**config.mk**
```make
export PLATFORM = sky130hd
export DESIGN_NAME = bmp_pixel_stream_to_screen
export DESIGN_NICKNAME = d
export VERILOG_FILES = /design/src/hw/rtl/bmpps_pkg.sv /design/src/hw/rtl/bmpps_regs.sv /design/src/hw/rtl/bmpps_decode.sv /design/src/hw/rtl/bmp_pixel_stream_to_screen.sv
export SDC_FILE = /design/constraint.sdc
export NUM_CORES = 1
export LEC_CHECK = 0
export ABC_AREA = 1
export BUFFER_PORTS_ARGS = -buffer_cell sky130_fd_sc_hd__buf_4
export CORE_ASPECT_RATIO = 0.7
export CORE_UTILIZATION = 25
export DETAILED_ROUTE_END_ITERATION = 12
export PLACE_DENSITY_LB_ADDON = 0.12
export SLEW_MARGIN = 25
export SYNTH_ARGS = -nofsm -noshare
export SYNTH_HDL_FRONTEND = slang
export SYNTH_SLANG_ARGS = --single-unit
```
**constraint.sdc**
```tcl
create_clock -name i_clk -period 6.5 [get_ports i_clk]
set_input_delay 0 -clock i_clk [delete_from_list [all_inputs] [get_ports i_clk]]
set_output_delay 0 -clock i_clk [all_outputs]
set_load 0.02 [all_outputs]
```
**src/hw/rtl/bmpps_pkg.sv**
```systemverilog
// Shared types and constants for the BMP pixel stream decoder.
// No dependencies; used by bmpps_regs, bmpps_decode and the top level.
package bmpps_pkg;

    localparam int ADDR_W = 5;
    localparam int DATA_W = 32;
    localparam int COORD_W = 13;

    localparam logic [2:0] REG_IMAGE_WIDTH  = 3'd0;
    localparam logic [2:0] REG_IMAGE_HEIGHT = 3'd1;
    localparam logic [2:0] REG_HAS_ALPHA    = 3'd2;
    localparam logic [2:0] REG_ORIGIN_X     = 3'd3;
    localparam logic [2:0] REG_ORIGIN_Y     = 3'd4;

    typedef struct packed {
        logic signed [13:0] image_width;
        logic signed [13:0] image_height;
        logic               has_alpha;
        logic [11:0]        origin_x;
        logic [11:0]        origin_y;
    } t_cfg;

    typedef struct packed {
        logic               last_pixel;
        logic [31:0]        argb;
        logic [COORD_W-1:0] screen_y;
        logic [COORD_W-1:0] screen_x;
    } t_pix;

endpackage

```
**src/hw/rtl/bmpps_regs.sv**
```systemverilog
// Configuration register file with an APB-style access port.
// Depends on bmpps_pkg for the register codes and the t_cfg struct.
module bmpps_regs (
    input  logic                          i_clk,
    input  logic                          i_rst_n,
    input  logic                          psel,
    input  logic                          penable,
    input  logic                          pwrite,
    input  logic [bmpps_pkg::ADDR_W-1:0]  paddr,
    input  logic [bmpps_pkg::DATA_W-1:0]  pwdata,
    output logic [bmpps_pkg::DATA_W-1:0]  prdata,
    output logic                          pready,
    output bmpps_pkg::t_cfg               o_cfg,
    output logic                          o_clear
);

    bmpps_pkg::t_cfg r_cfg;
    bmpps_pkg::t_cfg n_cfg;
    logic            wr_en;
    logic            known;
    logic [2:0]      reg_idx;

    assign pready  = 1'b1;
    assign reg_idx = paddr[4:2];
    assign wr_en   = psel && penable && pwrite && pready;

    always_comb begin
        n_cfg = r_cfg;
        known = 1'b1;
        unique case (reg_idx)
            bmpps_pkg::REG_IMAGE_WIDTH:  n_cfg.image_width  = pwdata[13:0];
            bmpps_pkg::REG_IMAGE_HEIGHT: n_cfg.image_height = pwdata[13:0];
            bmpps_pkg::REG_HAS_ALPHA:    n_cfg.has_alpha    = pwdata[0];
            bmpps_pkg::REG_ORIGIN_X:     n_cfg.origin_x     = pwdata[11:0];
            bmpps_pkg::REG_ORIGIN_Y:     n_cfg.origin_y     = pwdata[11:0];
            default:                     known              = 1'b0;
        endcase
    end

    always_comb begin
        unique case (reg_idx)
            bmpps_pkg::REG_IMAGE_WIDTH:  prdata = {18'd0, r_cfg.image_width};
            bmpps_pkg::REG_IMAGE_HEIGHT: prdata = {18'd0, r_cfg.image_height};
            bmpps_pkg::REG_HAS_ALPHA:    prdata = {31'd0, r_cfg.has_alpha};
            bmpps_pkg::REG_ORIGIN_X:     prdata = {20'd0, r_cfg.origin_x};
            bmpps_pkg::REG_ORIGIN_Y:     prdata = {20'd0, r_cfg.origin_y};
            default:                     prdata = '0;
        endcase
    end

    always_ff @(posedge i_clk) begin
        if (!i_rst_n) begin
            r_cfg <= '0;
        end else if (wr_en) begin
            r_cfg <= n_cfg;
        end
    end

    assign o_cfg   = r_cfg;
    assign o_clear = wr_en && known;

endmodule

```
**src/hw/rtl/bmpps_decode.sv**
```systemverilog
// Byte-level pixel assembler: tracks byte, column, row and padding position
// and forms one pixel result with screen coordinates. Depends on bmpps_pkg.
module bmpps_decode #(
    parameter int MAX_SIDE = 4096
) (
    input  logic            i_clk,
    input  logic            i_rst_n,
    input  bmpps_pkg::t_cfg i_cfg,
    input  logic            i_clear,
    input  logic            i_valid,
    input  logic [7:0]      i_byte,
    output logic            o_valid,
    output bmpps_pkg::t_pix o_pix
);

    localparam int CNT_W  = $clog2(MAX_SIDE);
    localparam int SIDE_W = $clog2(MAX_SIDE + 1);
    localparam int MW     = (SIDE_W > 14) ? SIDE_W : 14;
    localparam int XW     = (SIDE_W > bmpps_pkg::COORD_W) ? SIDE_W : bmpps_pkg::COORD_W;

    logic [1:0]       r_byte_idx, n_byte_idx;
    logic [23:0]      r_partial,  n_partial;
    logic [CNT_W-1:0] r_col,      n_col;
    logic [CNT_W-1:0] r_row,      n_row;
    logic [1:0]       r_pad_cnt,  n_pad_cnt;
    logic             r_in_pad,   n_in_pad;

    logic [13:0]       w_mag, h_mag;
    logic [MW-1:0]     w_sat, h_sat;
    logic [SIDE_W-1:0] cols, rows;
    logic [1:0]        pad;
    logic [SIDE_W-1:0] col_inc, row_inc;
    logic              col_end, row_end;
    logic [1:0]        pad_inc;
    logic [XW-1:0]     sx_full, sy_full;
    logic              emit;
    logic [7:0]        alpha;

    assign w_mag = i_cfg.image_width[13]  ? (~i_cfg.image_width + 14'd1)  : i_cfg.image_width;
    assign h_mag = i_cfg.image_height[13] ? (~i_cfg.image_height + 14'd1) : i_cfg.image_height;
    assign w_sat = (MW'(w_mag) > MW'(MAX_SIDE)) ? MW'(MAX_SIDE) : MW'(w_mag);
    assign h_sat = (MW'(h_mag) > MW'(MAX_SIDE)) ? MW'(MAX_SIDE) : MW'(h_mag);
    assign cols  = w_sat[SIDE_W-1:0];
    assign rows  = h_sat[SIDE_W-1:0];

    // Three bytes per pixel leave (width mod 4) bytes of padding per row.
    assign pad = i_cfg.has_alpha ? 2'd0 : cols[1:0];

    assign col_inc = SIDE_W'(r_col) + SIDE_W'(1);
    assign row_inc = SIDE_W'(r_row) + SIDE_W'(1);
    assign col_end = col_inc >= cols;
    assign row_end = row_inc >= rows;
    assign pad_inc = r_pad_cnt + 2'd1;

    assign sx_full = i_cfg.image_width[13]
                   ? XW'(i_cfg.origin_x) + XW'(cols) - XW'(1) - XW'(r_col)
                   : XW'(i_cfg.origin_x) + XW'(r_col);
    assign sy_full = i_cfg.image_height[13]
                   ? XW'(i_cfg.origin_y) + XW'(r_row)
                   : XW'(i_cfg.origin_y) + XW'(rows) - XW'(1) - XW'(r_row);

    always_comb begin
        n_byte_idx = r_byte_idx;
        n_partial  = r_partial;
        n_col      = r_col;
        n_row      = r_row;
        n_pad_cnt  = r_pad_cnt;
        n_in_pad   = r_in_pad;
        emit       = 1'b0;
        alpha      = 8'd0;

        if (i_valid && (cols != '0) && (rows != '0)) begin
            if (r_in_pad) begin
                n_pad_cnt = pad_inc;
                if (pad_inc >= pad) begin
                    n_col     = '0;
                    n_in_pad  = 1'b0;
                    n_pad_cnt = 2'd0;
                    n_row     = row_end ? '0 : row_inc[CNT_W-1:0];
                end
            end else begin
                case (r_byte_idx)
                    2'd0: begin
                        n_partial[7:0] = i_byte;
                        n_byte_idx     = 2'd1;
                    end
                    2'd1: begin
                        n_partial[15:8] = i_byte;
                        n_byte_idx      = 2'd2;
                    end
                    2'd2: begin
                        n_partial[23:16] = i_byte;
                        if (i_cfg.has_alpha) begin
                            n_byte_idx = 2'd3;
                        end else begin
                            emit = 1'b1;
                        end
                    end
                    default: begin
                        alpha = i_byte;
                        emit  = 1'b1;
                    end
                endcase

                if (emit) begin
                    n_byte_idx = 2'd0;
                    n_partial  = '0;
                    if (col_end) begin
                        if (pad != 2'd0) begin
                            n_in_pad  = 1'b1;
                            n_pad_cnt = 2'd0;
                        end else begin
                            n_col = '0;
                            n_row = row_end ? '0 : row_inc[CNT_W-1:0];
                        end
                    end else begin
                        n_col = col_inc[CNT_W-1:0];
                    end
                end
            end
        end
    end

    always_comb begin
        o_valid          = emit;
        o_pix.screen_x   = sx_full[bmpps_pkg::COORD_W-1:0];
        o_pix.screen_y   = sy_full[bmpps_pkg::COORD_W-1:0];
        o_pix.last_pixel = row_end && col_end;
        if (r_byte_idx == 2'd2) begin
            o_pix.argb = {alpha, i_byte, r_partial[15:0]};
        end else begin
            o_pix.argb = {alpha, r_partial};
        end
    end

    always_ff @(posedge i_clk) begin
        if (!i_rst_n || i_clear) begin
            r_byte_idx <= 2'd0;
            r_partial  <= '0;
            r_col      <= '0;
            r_row      <= '0;
            r_pad_cnt  <= 2'd0;
            r_in_pad   <= 1'b0;
        end else begin
            r_byte_idx <= n_byte_idx;
            r_partial  <= n_partial;
            r_col      <= n_col;
            r_row      <= n_row;
            r_pad_cnt  <= n_pad_cnt;
            r_in_pad   <= n_in_pad;
        end
    end

endmodule

```
**src/hw/rtl/bmp_pixel_stream_to_screen.sv**
```systemverilog
// Top level of the BMP pixel stream decoder: register port, decoder and
// output buffering. Depends on bmpps_pkg, bmpps_regs and bmpps_decode.
//
// The slave stream carries the pixel array of a 24-bit or 32-bit BMP image,
// one byte per transaction in file order. The master stream carries one
// transaction per finished pixel: screen x, screen y and ARGB color in tdata,
// with tlast set on the final pixel of the image. Padding bytes at the end of
// each row are consumed and produce no transaction.
// Program width, height, alpha mode and origin over the APB port while the
// streams are idle; every write to a known register restarts the image.
// A finished pixel is registered in the result or, on a stall, the skid register.
// One byte is accepted every cycle as long as the receiver keeps
// up; the throughput is set by the single decode stage.
// When the receiver stalls, a result register and one skid register hold
// pixels, and tready drops only once the skid register is full.
// Reset clears all configuration registers, the decode position and both output slots.
module bmp_pixel_stream_to_screen #(
    parameter int MAX_SIDE = 4096
) (
    input  logic                          i_clk,
    input  logic                          i_rst_n,
    input  logic                          psel,
    input  logic                          penable,
    input  logic                          pwrite,
    input  logic [bmpps_pkg::ADDR_W-1:0]  paddr,
    input  logic [bmpps_pkg::DATA_W-1:0]  pwdata,
    output logic [bmpps_pkg::DATA_W-1:0]  prdata,
    output logic                          pready,
    input  logic                          i_s_tvalid,
    output logic                          o_s_tready,
    input  logic [7:0]                    i_s_tdata,   // data_byte[7:0]
    output logic                          o_m_tvalid,
    input  logic                          i_m_tready,
    // screen_x[12:0], screen_y[25:13], argb[57:26], zero[63:58]
    output logic [63:0]                   o_m_tdata,
    output logic                          o_m_tlast
);

    bmpps_pkg::t_cfg cfg;
    logic            clear;
    logic            res_vld;
    bmpps_pkg::t_pix res_pix;
    logic            in_fire;
    logic            out_free;

    logic            r_out_vld;
    bmpps_pkg::t_pix r_out;
    logic            r_skid_vld;
    bmpps_pkg::t_pix r_skid;

    bmpps_regs u_regs (
        .i_clk   (i_clk),
        .i_rst_n (i_rst_n),
        .psel    (psel),
        .penable (penable),
        .pwrite  (pwrite),
        .paddr   (paddr),
        .pwdata  (pwdata),
        .prdata  (prdata),
        .pready  (pready),
        .o_cfg   (cfg),
        .o_clear (clear)
    );

    assign o_s_tready = !r_skid_vld;
    assign in_fire    = i_s_tvalid && o_s_tready;

    bmpps_decode #(
        .MAX_SIDE (MAX_SIDE)
    ) u_decode (
        .i_clk   (i_clk),
        .i_rst_n (i_rst_n),
        .i_cfg   (cfg),
        .i_clear (clear),
        .i_valid (in_fire),
        .i_byte  (i_s_tdata),
        .o_valid (res_vld),
        .o_pix   (res_pix)
    );

    assign out_free = !r_out_vld || i_m_tready;

    always_ff @(posedge i_clk) begin
        if (!i_rst_n) begin
            r_out_vld  <= 1'b0;
            r_skid_vld <= 1'b0;
        end else if (out_free) begin
            if (r_skid_vld) begin
                r_out_vld  <= 1'b1;
                r_skid_vld <= 1'b0;
            end else begin
                r_out_vld <= res_vld;
            end
        end else if (res_vld) begin
            r_skid_vld <= 1'b1;
        end
    end

    always_ff @(posedge i_clk) begin
        if (out_free) begin
            r_out <= r_skid_vld ? r_skid : res_pix;
        end
        if (!out_free && res_vld) begin
            r_skid <= res_pix;
        end
    end

    assign o_m_tvalid = r_out_vld;
    assign o_m_tdata  = {6'd0, r_out.argb, r_out.screen_y, r_out.screen_x};
    assign o_m_tlast  = r_out.last_pixel;

endmodule
```
After elaboration in Yosys (flattened, before gate mapping)
Index checks and enable logic that the tools add are counted.

storage, ports and cells
  bits of input ports = 52
  register bits after elaboration = 226
  memories kept = 0
  word-level logic and storage cells = 146
  RAM bits = 0
  memory bits (read-only) = 0
  output and inout bits = 100
  latch bits = 0

cells by class
  multipliers = 0
  shift-type cells = 0
  $lt $le $gt $ge = 5
  divide/modulo/power cells = 0
  add/subtract/negate cells = 13
  mux-type cells = 49
  reduce and logical (&&, ||, !) cells = 42
  bitwise logic cells = 4
  equality and inequality tests = 10

operators with widths
  cell                                                             count
  two-way mux 12 bit                                               11
  case mux 14 bit (5 select lines)                                 1
  two-way mux 59 bit                                               1
  two-way mux 13 bit                                               4
  two-way mux 24 bit                                               2
  two-way mux 8 bit                                                6
  adder 14 x 1 -> 14 bit, second input constant                    2
  greater-than comparator 14 x 13 -> 1 bit, second input constant  2
  two-way mux 14 bit                                               2
  NOT 14 bit                                                       2
  adder 12 x 1 -> 13 bit, second input constant                    2
  adder 12 x 12 -> 13 bit                                          2
  adder 12 x 13 -> 13 bit                                          2
  >= comparator 13 bit                                             2
  nonzero test 13 bit                                              2
  subtractor 13 x 1 -> 13 bit, second input constant               2
  subtractor 13 x 12 -> 13 bit                                     2
  two-way mux 2 bit                                                8
  nonzero test 2 bit                                               7
  two-way mux 1 bit                                                12
  AND reduction 4 bit                                              3
  AND reduction 2 bit                                              5
  AND reduction 3 bit                                              3
  logical AND 1 bit                                                8
  22 further kinds                                                 30

Depth between registers and ports, before layout
Gate-level depths: netlist of the first run.

  depth in word-level cells = 12
  depth in mapped cells = 31
  gate-level depth less buffers = 29

By module
From an unflattened synthesis of the first run, not the netlist that was laid out.

second synthesis, totals
  cells, all modules = 2,070
  area, all modules = 15,402.3 µm²

modules (own cells, without submodules)
  module                      sequential area each (µm²)  instances  cells each  area each (µm²)
  bmpps_decode                1,061.0                     1          1,279       7,931.4
  bmp_pixel_stream_to_screen  3,583.4                     1          329         4,530.6
  bmpps_regs                  1,061.0                     1          462         2,940.3

Least setup slack after synthesis of the first run
Ideal clock, no wire load.

  path type = reg-to-reg
  from = register r_out_vld (netlist: o_m_tvalid)
  to = register r_skid[0] (netlist bit) (enable)
  arrival = 4,479 ps
  buffers on the path = 0
  cell stages (with the launch flop) = 3
  library setup time = 476 ps
  required time = 6,024 ps
  period minus slack after synthesis = 4,955 ps
  path slack = 1,545 ps
  path through = dfxtp_1 > nand2_1 > nor2_1

between the ends
  word-level cells in the longest chain between the ends = 4

RTL lines
  what                      line                               source
  start: declaration        bmp_pixel_stream_to_screen.sv:46   logic r_out_vld;
  start signal: assignment  bmp_pixel_stream_to_screen.sv:92   r_out_vld <= res_vld;
  zero test 1 bit           bmp_pixel_stream_to_screen.sv:81   assign out_free = !r_out_vld || i_m_tready;
  logical OR 1 bit          bmp_pixel_stream_to_screen.sv:81
  named net out_free        bmp_pixel_stream_to_screen.sv:44   logic out_free;
  zero test 1 bit           bmp_pixel_stream_to_screen.sv:103  if (!out_free && res_vld) begin
  logical AND 1 bit         bmp_pixel_stream_to_screen.sv:103
  end signal: assignment    bmp_pixel_stream_to_screen.sv:104  r_skid <= res_pix;
  end: declaration          bmp_pixel_stream_to_screen.sv:49   bmpps_pkg::t_pix r_skid;

The timed path passes the listed nets, and every way through them passes these cells.
A chain may end at the register's enable or synchronous reset.

Worst setup path in the final report of the first run
  from = register u_regs.r_cfg, in the netlist u_regs.o_cfg[38]
  to = register r_out, in the netlist o_m_tdata[24], data pin

between the ends
  word-level cells in the longest chain between the ends = 10

RTL lines
  what                                      line                               source
  start: declaration                        bmpps_regs.sv:17                   bmpps_pkg::t_cfg r_cfg;
  start signal: assignment                  bmpps_regs.sv:55                   r_cfg <= n_cfg;
  NOT 14 bit                                bmpps_decode.sv:40                 assign h_mag = i_cfg.image_height[13] ? (~i_cfg.image_height + 14'd1) : i_cfg.image_height;
  adder 14 x 1 -> 14 bit                    bmpps_decode.sv:40
  two-way mux 14 bit                        bmpps_decode.sv:40
  greater-than comparator 14 x 13 -> 1 bit  bmpps_decode.sv:42                 assign h_sat = (MW'(h_mag) > MW'(MAX_SIDE)) ? MW'(MAX_SIDE) : MW'(h_mag);
  two-way mux 13 bit                        bmpps_decode.sv:42
  adder 12 x 13 -> 13 bit                   bmpps_decode.sv:60                 : XW'(i_cfg.origin_y) + XW'(rows) - XW'(1) - XW'(r_row);
  subtractor 13 x 1 -> 13 bit               bmpps_decode.sv:60
  subtractor 13 x 12 -> 13 bit              bmpps_decode.sv:60
  two-way mux 13 bit (*)                    bmpps_decode.sv:59                 ? XW'(i_cfg.origin_y) + XW'(r_row)
  two-way mux 59 bit (*)                    bmp_pixel_stream_to_screen.sv:101  r_out <= r_skid_vld ? r_skid : res_pix;
  end signal: assignment                    bmp_pixel_stream_to_screen.sv:101
  end: declaration                          bmp_pixel_stream_to_screen.sv:47   bmpps_pkg::t_pix r_out;

Mark *: on every way between the ends. The rest lies on a longest branch, timed or not.

==> results of run 1 <==
==> sequential cells by signal (all words and copies together) (netlist names) <==
name and flops:
o_m_tdata 58, u_decode.r_partial 24, u_decode.r_byte_idx 2, o_m_tlast 1
u_regs.o_cfg 53, o_m_tvalid 1, r_skid 59, u_decode.r_row 12
r_skid_vld 1, u_decode.r_pad_cnt 2, u_decode.r_col 12, u_decode.r_in_pad 1
==> cell families (layout without fill, tap and decap cells) <==
logic type	after synthesis	after routing	share of synthesized area, %
and+or+nand+nor	727	727	21.7
AOI/OAI and AO/OA	384	384	14.2
buffers and inverters	332	442	9.57
DFF	226	226	39.4
adders and majority gates	135	135	13.1
xor gates and xnor gates	32	32	1.93
other	2	25	0.0518
muxes	1	1	0.0690
==> Yosys cell counts, types with 8 or more instances <==
cell | count | share of area (%)
nand3_2 | 10 | 0.69
clkbuf_1 | 39 | 1.0
edfxtp_1 | 118 | 24
inv_1 | 232 | 6.0
dfxtp_1 | 108 | 15
nor2_1 | 147 | 3.8
fa_1 | 28 | 3.9
nand2_1 | 418 | 11
nand2_2 | 9 | 0.39
ha_1 | 107 | 9.2
xor2_1 | 30 | 1.8
buf_4 | 29 | 1.5
nor3_1 | 22 | 0.76
a31oi_1 | 14 | 0.60
inv_2 | 16 | 0.41
o21ai_0 | 149 | 5.1
nand3_1 | 73 | 2.5
buf_2 | 8 | 0.28
nand4_1 | 18 | 0.78
o22ai_1 | 14 | 0.60
a21oi_1 | 175 | 6.0
==> where the power goes <==
group / switching [mW] / internal (mW) / leakage, nW
Combinational: 0.249 / 0.129 / 5.38
Clock: 0.656 / 0.858 / 0.411
Sequential: 0.0134 / 1.53 / 2.07
Total: 0.918 / 2.51 / 7.86
==> layer usage <==
metal / up-vias / GRT usage [%]
li1: 6224 / -
met1: 5731 / 23.4
met2: 202 / 23.4
met3: 41 / 1.99
met4: 0 / 2.66
met5: - / 0
==> worst paths after layout <==
| path | start | end | slack [ps] |
|---|---|---|---|
| worst max-delay path | u_regs.o_cfg[38] | o_m_tdata[24] | 1370 |
| worst min-delay path | penable | u_regs.o_cfg[24] | 80 |
| worst max register to register | u_regs.o_cfg[38] | o_m_tdata[24] | 1370 |
| worst min register to register | u_decode.r_partial[8] | r_skid[34] | 430 |
==> per-stage QoR <==
step	utilization [%]	power, mW	hold WS (ps)	std cells	instance area [µm²]
6_report	30.0	3.43	79.7	2722	17100
5_1_grt	30.0	3.59	115	2722	17100
4_1_cts	30.0	3.49	46.0	2722	17100
3_5_place_dp	28.1	1.94	309	2646	16000
3_3_place_gp	28.0	1.94	300	2645	16000
2_1_floorplan	-	1.81	135	1862	14600
==> worst max-delay path: stages, from the launching register on <==
cell and delay [ps]:
dfxtp_1 300, buf_4 330, inv_1 490, o211ai_1 320, nand2_1 140, nor3_1 210, nand4_1 140, nand2_1 260
nand2_1 210, fa_1 460, inv_1 70, ha_1 160, inv_1 60, fa_1 360, inv_1 90, nand3_1 70
nand2_1 110, a31oi_1 120, o21ai_0 230, nand2_1 110, nand2_1 80, a21oi_1 60, or2_2 270, nand3_1 90
a31oi_1 110
==> what timing repair did <==
item | CTS | global route
hold buffers | 28 | 0
endpoints found under the hold margin | 96 | 0
buffers inserted | 0 | 0
==> area by class of cell <==
| type | count | area share [%] |
|---|---|---|
| clock inverters | 13 | 0.789 |
| repair buffers | 145 | 6.88 |
| well taps | 750 | 5.48 |
| clock buffers | 35 | 4.18 |
| flip-flops and latches | 226 | 33.3 |
| inverters | 249 | 5.46 |
| multi-input cells | 1304 | 43.9 |
==> metrics.sh, run 1 <==
DRC=0
CTSROOTBUFFERMASTER='clkbuf_16'
SETUP.WORST_PATH.END_CLASS='flop'
FLOORPLAN.ROWS=73
PORT-BUFFER-COUNT=106
CTS.SINKS=226
SYNTHESIS.YOSYS.WARNINGS=0
SYNTH_CELLS=1839
SYNTH-EDFF-COUNT=118
FINAL_COMMON_CELL='nand2_1'
PIN_SLEW_WITH_THE_LEAST_HEADROOM_TO_ITS_LIMIT_PS=884
DIE-WIDTH_UM=290
PLACEABLE_CORE_REGION_MM2=0.0570
CRITPATHMAXFANOUT=32
MAPPEDNETLISTAREA_MM2=0.0145
FINAL.PERIOD_UTILIZATION_PCT=79.0
CLK_PATH_BUF_DEPTH=3
FINAL.FILL_COUNT=6151
WIRE_LENGTH_OF_THE_FIRST_GLOBAL_ROUTING_PASS_UM=71100
NETLIST-CELL-TYPE-COUNT=52
GRT_MAX_DEGREE=66
AREA_GROWTH_FROM_SYNTHESIS_TO_FINAL_LAYOUT_PCT=18.1
FIRST_PASS_ITERS=6
ROUTE.MET3.WL_UM=1630
ANT_NETS=0
WL_MET1_UM=24400
DESIGN.FINAL.NETS=2140
WORSTHOLDPATHTYPE='input pin to flop'
SYNTHARSTFLOPSHARE_PCT=0
OUTCOME='finished clean'
MET2WIRELENGTH_UM=19100
FOOTPRINT_OF_THE_MULTI_INPUT_GATES_MM2=0.00751
ANTENNA_VIOLATIONS_BEFORE_REPAIR=1
LAYOUT-DRIVE-GT1-SHARE_PCT=11.1
HPWL_UM=35200
UNREPAIRED_SETUP_ENDPOINTS_AFTER_GLOBAL_ROUTING='false'
DIEHEIGHT_UM=203
SETUP-VIOLATIONS-FINAL=0
START_UTIL_PCT=25.4
LENGTH_IN_CELLS_OF_THE_WORST_REG_TO_REG_PATH=24
FLOORPLAN.DIE_AREA_MM2=0.0590
POWER.LEAKAGE_nW=7.86
SYNTH.FF_LATCH_COUNT=226
INITIALDRTVIOLATIONCOUNT=852
CTS_BUFFERS=27
FINAL_CRITICAL_PATH_SETUP_SLACK_PS=1370
TIMING.SETUP.TNS_PS=0
CATEGORY_OF_THE_WORST_SETUP_PATH_LAUNCH_POINT='flop'
MAX-SLEW-MARGIN-REL_PCT=40.8
VDD_DROP_MAX_mV=0.173
YS_SEQ_AREA_SHARE_PCT=39.4
TOTALWIRELENGTH_UM=45800
ANTENNADIODECOUNT=0
ROUTE.DETAILED.WL_PER_INST_UM=16.8
WORST_HOLD_PATH.NUM_CELLS=4
REPORT.FINAL.HOLD_VIOL_COUNT=0
LAYOUT_COMMON_CELLS='nand2_1, inv_1, a21oi_1, o21ai_0, nor2_1'
REGISTER_AREA_MM2=0.00571
VIAS_PER_STD_CELL=4.48
TOP_LAYER='met4'
FLOORPLAN.IO_PINS=152
CTS.REPAIR.RESIZED=0
CLK_PIN_SLEW_PS=60
HTREE_LEVELS=1
CP.REQUIRED_PS=6790
SYNTH_AREA_PER_CELL_UM2=7.88
POWER_DENSITY_mW_PER_MM2=200
MAX_CAP_VIOLATIONS=0
VIA_COUNT_OF_THE_FIRST_GLOBAL_ROUTING_PASS=11903
WORST_EP_ARRIVAL_TIME_PS=5420
DETAILEDPLACE.WORSTSLACK_PS=1330
CRITICAL_PATH_CLASS='flop to flop'
FMAXACHIEVABLE_MHz=195
GRTUSAGETOTAL_PCT=15.4
FINAL_PERIOD_MINUS_WORST_SETUP_SLACK_PS=5130
TRITONCTS='yes'
VIAS=12198
WORST_SKEW_PAIR.LATE_LATENCY_PS=580
REPORT.FINAL.SLEW_VIOL_COUNT=0
ROUTABILITYCONGESTION=0.854
GRT_REMAINING_OVERFLOW=0
YS.FLOP_TYPE='edfxtp_1'
FIN_WORST_SKEW_PS=17.8
Power figures use the tool's default switching activity.
==> run 2: changes to the inputs <==
ABC_AREA = 0   (was 1)
clock period = 4.2 ns   (was 6.5 ns; I/O delays follow)
==> run 2 against run 1 <==
Against the previous run:
- the flow now finishes with violations (negative setup slack)
- clock-buffer cell count down 4
- sequential share of layout area down 4.4 points
- first-iteration DRC count down 22%
- clock skew up 5.5 ps
- global-route usage up 0.46 points
- via count down 0.53%
- design area up 15%
- synthesized cell count down 16%
- largest cell class unchanged
- critical path depth down 3
- largest power group is now the clock network
- maximum frequency up 11%
- die area up 1.3%
==> metrics.sh, run 2 <==
FMAXACHIEVABLE_MHz=217
VIAS_PER_STD_CELL=4.67
CTS.SINKS=226
DIEHEIGHT_UM=205
SYNTHARSTFLOPSHARE_PCT=0
YS_SEQ_AREA_SHARE_PCT=38.9
POWER.LEAKAGE_nW=8.44
CLK_PATH_BUF_DEPTH=3
SETUP.WORST_PATH.END_CLASS='flop'
FLOORPLAN.IO_PINS=152
FIN_WORST_SKEW_PS=23.3
WORST_EP_ARRIVAL_TIME_PS=4920
COMBINATIONALPOWERSHARE_PCT=9.4
DIE-WIDTH_UM=292
P_SWITCHING_mW=1.27
TIMING.SETUP.TNS_PS=-4840
CATEGORY_OF_THE_WORST_SETUP_PATH_LAUNCH_POINT='flop'
CP.REQUIRED_PS=4510
PORT-BUFFER-COUNT=106
TOTALWIRELENGTH_UM=48200
SYNTH_CELLS=1542
REPORT.FINAL.HOLD_VIOL_COUNT=0
CLK_PIN_SLEW_PS=60
FINAL_COMMON_CELL='buf_4'
SYNTH.FF_LATCH_COUNT=226
FIRST_PASS_ITERS=5
PWR-SHARE-CLK_PCT=45.7
PIN_SLEW_WITH_THE_LEAST_HEADROOM_TO_ITS_LIMIT_PS=973
CTSROOTBUFFERMASTER='clkbuf_16'
FINAL_CELL_AREA_MM2=0.0197
FOOTPRINT_OF_THE_MULTI_INPUT_GATES_MM2=0.00901
CTS_BUFFERS=26
ANTENNADIODECOUNT=0
FINAL.PERIOD_UTILIZATION_PCT=110
DP_CELLS=2477
UNREPAIRED_SETUP_ENDPOINTS_AFTER_GLOBAL_ROUTING='true'
WORST_HOLD_PATH.NUM_CELLS=4
ANT_NETS=0
VDD_DROP_MAX_mV=0.202
PLACEMENT.CELL_AREA_MM2=0.0175
FLIP_FLOP_COUNT_OF_THE_LARGEST_REGISTER_ALL_COPIES_AND_WORDS_ADDED=59
CRITICAL_PATH_CLASS='flop to flop'
REPORT.FINAL.SLEW_VIOL_COUNT=0
CRITICAL_PATH.TOP_DELAY_FAMILY='simple AND/OR/NAND/NOR gates'
DRC=0
VIA_COUNT_OF_THE_FIRST_GLOBAL_ROUTING_PASS=11747
YOSYSTOPAREACELL='edfxtp_1'
CRIT_BUF_INV=5
COUNT_LEADER_SYNTH='nand2_1'
FLOORPLAN.ROWS=73
START_UTIL_PCT=25.6
TRITONCTS='yes'
INITIALDRTVIOLATIONCOUNT=667
INTPOWER_mW=3.94
SETUP.REG_TO_REG.WORST_SLACK_PS=-410
NETLIST_TOP_CELLS_AREA='edfxtp_1, dfxtp_1, ha_1'
FINALPOWER_mW=5.21
CRIT-REG2REG-CAPTURE='o_m_tdata[9]'
VIAS=12133
MAX_CAP_VIOLATIONS=0
FINAL_CRITICAL_PATH_SETUP_SLACK_PS=-408
VIOLATED_CHECKS='negative setup slack'
YS.FLOP_TYPE='edfxtp_1'
AREA_GROWTH_FROM_SYNTHESIS_TO_FINAL_LAYOUT_PCT=34.5
ANTENNA_VIOLATIONS_BEFORE_REPAIR=0
GRTUSAGETOTAL_PCT=15.9
DESIGN.FINAL.NETS=2014
DETAILEDPLACE.WORSTSLACK_PS=-603
SYNTH_COMMON_CELLS='nand2_1, inv_1, edfxtp_1'
HPWL_UM=36000
SYNTH-EDFF-COUNT=118
SWSHARE_PCT=24.3
FLOORPLAN.DIE_AREA_MM2=0.0597
SYNTHESIS.YOSYS.WARNINGS=0
WORST_PATH_LARGEST_CELL_DELAY_PS=560
ROUTE.DETAILED.WL_PER_INST_UM=18.6
CRITICAL_PATH.SLOWEST_CELL='or4_4'
GRT_MAX_DEGREE=60
WIRE_LENGTH_OF_THE_FIRST_GLOBAL_ROUTING_PASS_UM=73200
FINISH.CELL_COUNT_WITHOUT_FILLERS=2597
OUTCOME='finished, violations left'
PLACEABLE_CORE_REGION_MM2=0.0574
SEQPWRFRAC_PCT=45.0
WORST_SKEW_PAIR.LATE_LATENCY_PS=570
WORSTHOLDPATHTYPE='input pin to flop'
MAPPEDNETLISTAREA_MM2=0.0147
SYNTH_TOP_CELL_AREA_SHARE_PCT=24.1
HTREE_LEVELS=1
CRITPATHMAXFANOUT=6
FINAL_PERIOD_MINUS_WORST_SETUP_SLACK_PS=4610
ROUTABILITYCONGESTION=0.844
REGISTER_AREA_MM2=0.00572
NETLIST-CELL-TYPE-COUNT=75
LAYOUT-DRIVE-GT1-SHARE_PCT=30.0
MIN_DELAY_WORST_ENDPOINT='u_regs.o_cfg[24]'
WORSTREG2REGSTART='u_regs.o_cfg[46]'
SETUP-VIOLATIONS-FINAL=38
FIN_HOLD_WS_PS=131
WORSTPATHCELLLIST='or4_4 > buf_6 > nor4_4 > buf_4 > o22ai_4 > buf_6 > a41oi_4 > nor2b_2 > fa_2 > ha_4 > inv_2 > fa_2 > nor2b_2 > o21ai_2 > a21oi_2 > o41ai_2 > buf_4 > xnor2_2 > nor2_1 > a21oi_2 > mux2_4'
LAYOUT_COMMON_CELLS='buf_4, nand2_1, edfxtp_1, inv_1, dfxtp_1'
SYNTH_AREA_PER_CELL_UM2=9.52
FINAL_CORE_UTIL_PCT=34.4
LENGTH_IN_CELLS_OF_THE_WORST_REG_TO_REG_PATH=21
GRT_REMAINING_OVERFLOW=0
POWER_DENSITY_mW_PER_MM2=264
ORIGIN_OF_THE_WORST_MIN_DELAY_PATH='paddr[2]'
LARGEST_REGISTER='r_skid'
FINAL.FILL_COUNT=5858
MAX-SLEW-MARGIN-REL_PCT=34.9
[run 2: area by class of cell]
type | instances | share of cell area, %
Clock buffer | 31 | 3.39
Clock inverter | 17 | 1.03
Inverter | 128 | 2.45
Multi-Input combinational cell | 1114 | 45.7
Sequential cell | 226 | 28.9
Tap cell | 750 | 4.75
Timing Repair Buffer | 331 | 13.8
[run 2: how the worst max path moves through the flow]
stage,startpoint,end,slack [ps],cells past startpoint
2_1_floorplan,u_regs.o_cfg[42],r_skid[0],-2490,11
3_3_place_gp,u_regs.o_cfg[44],o_m_tdata[11],-560,19
3_5_place_dp,u_regs.o_cfg[44],o_m_tdata[11],-600,19
4_1_cts,u_regs.o_cfg[44],o_m_tdata[12],-380,17
5_1_grt,u_regs.o_cfg[44],o_m_tdata[11],-650,19
6_report,u_regs.o_cfg[46],o_m_tdata[9],-410,21
[run 2: cell families after synthesis]
| logic type | after synthesis | share of synthesized area (%) |
|---|---|---|
| other | 2 | 0.0511 |
| buffers and inverters | 228 | 6.74 |
| AOI/OAI and AO/OA | 283 | 12.9 |
| adders and majority gates | 135 | 12.9 |
| DFF | 226 | 38.9 |
| xor gates and xnor gates | 80 | 4.77 |
| muxes | 114 | 8.34 |
| and+or+nand+nor | 474 | 15.4 |
[run 2: tightest hold or removal path, cell delays in order]
cell	delay, ps
buf_4	290
nand3b_1	180
mux2i_1	70
nor2b_1	90
[run 2: layer usage]
layer | global-route usage (%) | wire length [µm] | vias up
met1 | 24.4 | 25800 | 5997
met3 | 2.18 | 1560 | 47
li1 | - | - | 5903
met2 | 23.3 | 19800 | 186
met4 | 3.06 | 1030 | 0
met5 | 0 | 0 | -
[run 2: power groups by stage]
stage / clock network [mW] / registers [mW] / logic (mW)
2_1_floorplan: 0 / 2.41 / 0.234
3_3_place_gp: 0 / 2.39 / 0.408
3_5_place_dp: 0 / 2.39 / 0.407
4_1_cts: 2.46 / 2.34 / 0.451
5_1_grt: 2.54 / 2.34 / 0.526
6_report: 2.38 / 2.34 / 0.487
[run 2: timing repair]
item	in CTS	in global routing
endpoints found under the hold margin	109	0
hold buffers	33	0
pin swaps	33	55
resized for setup	67	102
cloned	3	1
endpoints found under the setup margin	60	62
buffers inserted	18	24
==> run 3: changes to the inputs <==
--- a/config.mk
+++ b/config.mk
@@ -9,2 +9,3 @@
 export BUFFER_PORTS_ARGS = -buffer_cell sky130_fd_sc_hd__buf_4
+export CAP_MARGIN = 10
 export CORE_ASPECT_RATIO = 0.7
==> constraint.sdc (replaced) <==
create_clock -name i_clk -period 4.2 [get_ports i_clk]
set_input_delay 0.42 -clock i_clk [delete_from_list [all_inputs] [get_ports i_clk]]
set_output_delay 0.42 -clock i_clk [all_outputs]
set_load 0.02 [all_outputs]
==> run 3 against run 2 <==
Against the previous run:
- the flow still finishes with violations (negative setup slack)
- worst setup slack better by 4.9 ps
- design area is 2.8% lower
- global-route usage hardly changed
- sequential power hardly changed
- clock-buffer cell count is 4 higher
- flip-flop and latch count stayed put
- largest cell class unchanged
- highest routed layer unchanged
- maximum frequency is 0.11% higher
- utilization is 0.96 points lower
- cell count is 1.7% lower
- critical endpoint is now o_m_tdata[12]
- critical path depth is 3 lower
==> metrics.sh, run 3 (synthesized netlist as in run 2, its figures left out) <==
FINAL.PERIOD_UTILIZATION_PCT=110
SETUP.REG_TO_REG.WORST_SLACK_PS=-400
WIRE_LENGTH_OF_THE_FIRST_GLOBAL_ROUTING_PASS_UM=73300
INITIALDRTVIOLATIONCOUNT=687
CTS_HOLD_BUF=0
VIAS_PER_STD_CELL=4.67
DIE-WIDTH_UM=292
CLK_PATH_BUF_DEPTH=3
VDD_DROP_MAX_mV=0.238
HTREE_LEVELS=1
MAX-SLEW-MARGIN-REL_PCT=34.7
CRITPATHMAXFANOUT=6
CTS_BUFFERS=27
CRIT-REG2REG-CAPTURE='o_m_tdata[12]'
CRIT_START='u_regs.o_cfg[44]'
DETAILEDPLACE.WORSTSLACK_PS=-603
CATEGORY_OF_THE_WORST_SETUP_PATH_LAUNCH_POINT='flop'
LENGTH_IN_CELLS_OF_THE_WORST_REG_TO_REG_PATH=18
DESIGN.FINAL.NETS=1971
GRT_REMAINING_OVERFLOW=0
CLK_PIN_SLEW_PS=60
VIAS=11924
CTS.SINKS=226
ROUTE.DETAILED.WL_PER_INST_UM=18.6
DRC=0
TOTALWIRELENGTH_UM=47400
FINAL_PERIOD_MINUS_WORST_SETUP_SLACK_PS=4600
ANT_NETS=0
VIOLATED_CHECKS='negative setup slack'
DIEHEIGHT_UM=205
PLACEABLE_CORE_REGION_MM2=0.0574
TIMING.SETUP.TNS_PS=-4920
FINAL_COMMON_CELL='buf_4'
LAYOUT_COMMON_CELLS='buf_4, nand2_1, edfxtp_1, inv_1, dfxtp_1'
PLACEMENT.CELL_AREA_MM2=0.0175
FMAXACHIEVABLE_MHz=217
FLOORPLAN.DIE_AREA_MM2=0.0597
FINAL_CRITICAL_PATH_SETUP_SLACK_PS=-404
REPORT.FINAL.HOLD_VIOL_COUNT=0
ROUTABILITYCONGESTION=0.833
GRT_MAX_DEGREE=60
MIN_DELAY_WORST_ENDPOINT='u_regs.o_cfg[51]'
TRITONCTS='yes'
POWER_DENSITY_mW_PER_MM2=268
CTSROOTBUFFERMASTER='clkbuf_16'
FLOORPLAN.ROWS=73
CRITICAL_PATH_CLASS='flop to flop'
GRTUSAGETOTAL_PCT=15.9
WORST_SKEW_PAIR.LATE_LATENCY_PS=550
SETUP.WORST_PATH.END_CLASS='flop'
OUTCOME='finished, violations left'
FLIP_FLOP_COUNT_OF_THE_LARGEST_REGISTER_ALL_COPIES_AND_WORDS_ADDED=59
FIRST_PASS_ITERS=5
ANTENNA_VIOLATIONS_BEFORE_REPAIR=0
REPORT.FINAL.SLEW_VIOL_COUNT=0
ANTENNADIODECOUNT=0
POWER.LEAKAGE_nW=8.18
LAYOUT-DRIVE-GT1-SHARE_PCT=28.8
PORT-BUFFER-COUNT=106
UNREPAIRED_SETUP_ENDPOINTS_AFTER_GLOBAL_ROUTING='true'
CP.REQUIRED_PS=4480
LARGEST_REGISTER='r_skid'
WORSTREG2REGSTART='u_regs.o_cfg[44]'
VIA_COUNT_OF_THE_FIRST_GLOBAL_ROUTING_PASS=11812
FIN_WORST_SKEW_PS=16.1
FINAL_CELL_AREA_MM2=0.0192
WORST_HOLD_PATH.NUM_CELLS=3
FLOORPLAN.IO_PINS=152
MAX_CAP_VIOLATIONS=0
WORST_EP_ARRIVAL_TIME_PS=4890
START_UTIL_PCT=25.6
HPWL_UM=35800
ORIGIN_OF_THE_WORST_MIN_DELAY_PATH='pwdata[12]'
AREA_GROWTH_FROM_SYNTHESIS_TO_FINAL_LAYOUT_PCT=30.7
SETUP-VIOLATIONS-FINAL=45
WORSTHOLDPATHTYPE='input pin to flop'
FINAL.FILL_COUNT=5913
PIN_SLEW_WITH_THE_LEAST_HEADROOM_TO_ITS_LIMIT_PS=975
run 3: cell types whose count changed in the layout (fill, tap and decap cells not counted), sizes merged:
cell,before,now
dlygate4sd3,33,0
buf,297,287
clkbuf,32,35
clkinv,13,10
inv,126,128
bufinv,4,3
clkinvlp,2,1
run 3: worst max-delay path, stage by stage, from the launching register on:
cell	delay (ps)
dfxtp_2	320
or3_4	390
or4_4	460
buf_6	150
mux2i_4	180
o32ai_4	160
a41oi_4	220
nor2b_2	200
fa_2	470
ha_4	180
a21o_1	170
a21o_1	190
a2111oi_4	370
nor3_2	100
nor2_1	110
a21oi_1	80
xnor2_1	130
o21a_1	200
mux2_4	250
run 3: layout make-up:
class | instances | area [µm²] | area share [%]
clock inverter | 14 | 155 | 0.808
multi-input combinational | 1114 | 8910 | 46.4
sequential | 226 | 5720 | 29.8
inverter | 128 | 480 | 2.50
timing repair buffer | 287 | 2290 | 11.9
tap | 750 | 938 | 4.89
clock buffer | 35 | 706 | 3.68
run 3: how the worst max path moves through the flow:
stage                     depth (start not counted)  slack [ps]             to
final                                            18        -400  o_m_tdata[12]
after global routing                             19        -590  o_m_tdata[12]
after CTS                                        17        -550  o_m_tdata[12]
after detailed placement                         21        -600  o_m_tdata[11]
after global placement                           22        -590  o_m_tdata[24]
after floorplan                                  11       -2490      r_skid[0]
run 3: where the power goes:
part,total [mW],leakage (nW),switching (mW),internal [mW]
combinational,0.454,5.63,0.257,0.198
clock,2.34,0.415,0.971,1.37
sequential,2.34,2.14,0.0134,2.33
total,5.14,8.18,1.24,3.90
run 3: through the flow:
step	util (%)	total power, mW	hold WS [ps]	instances
2_1_floorplan	-	2.64	426	1565
3_3_place_gp	30.5	2.80	439	2478
3_5_place_dp	30.5	2.80	448	2478
4_1_cts	32.8	5.21	122	2547
5_1_grt	33.5	5.36	139	2554
6_report	33.5	5.14	153	2554
run 3: what timing repair did:
item / 4_1_cts / 5_1_grt
pin swaps: 41 / 54
gates resized for setup: 77 / 58
gates cloned: 4 / 0
buffers inserted: 16 / 12
endpoints found under the setup margin: 58 / 65
run 3: metal layers:
metal	share of wire [%]	vias up	global-route usage (%)
met2	41	210	23.6
met1	53	5856	24.1
met4	1.6	0	2.99
met5	0	-	0
met3	3.9	47	2.51
li1	-	5811	-
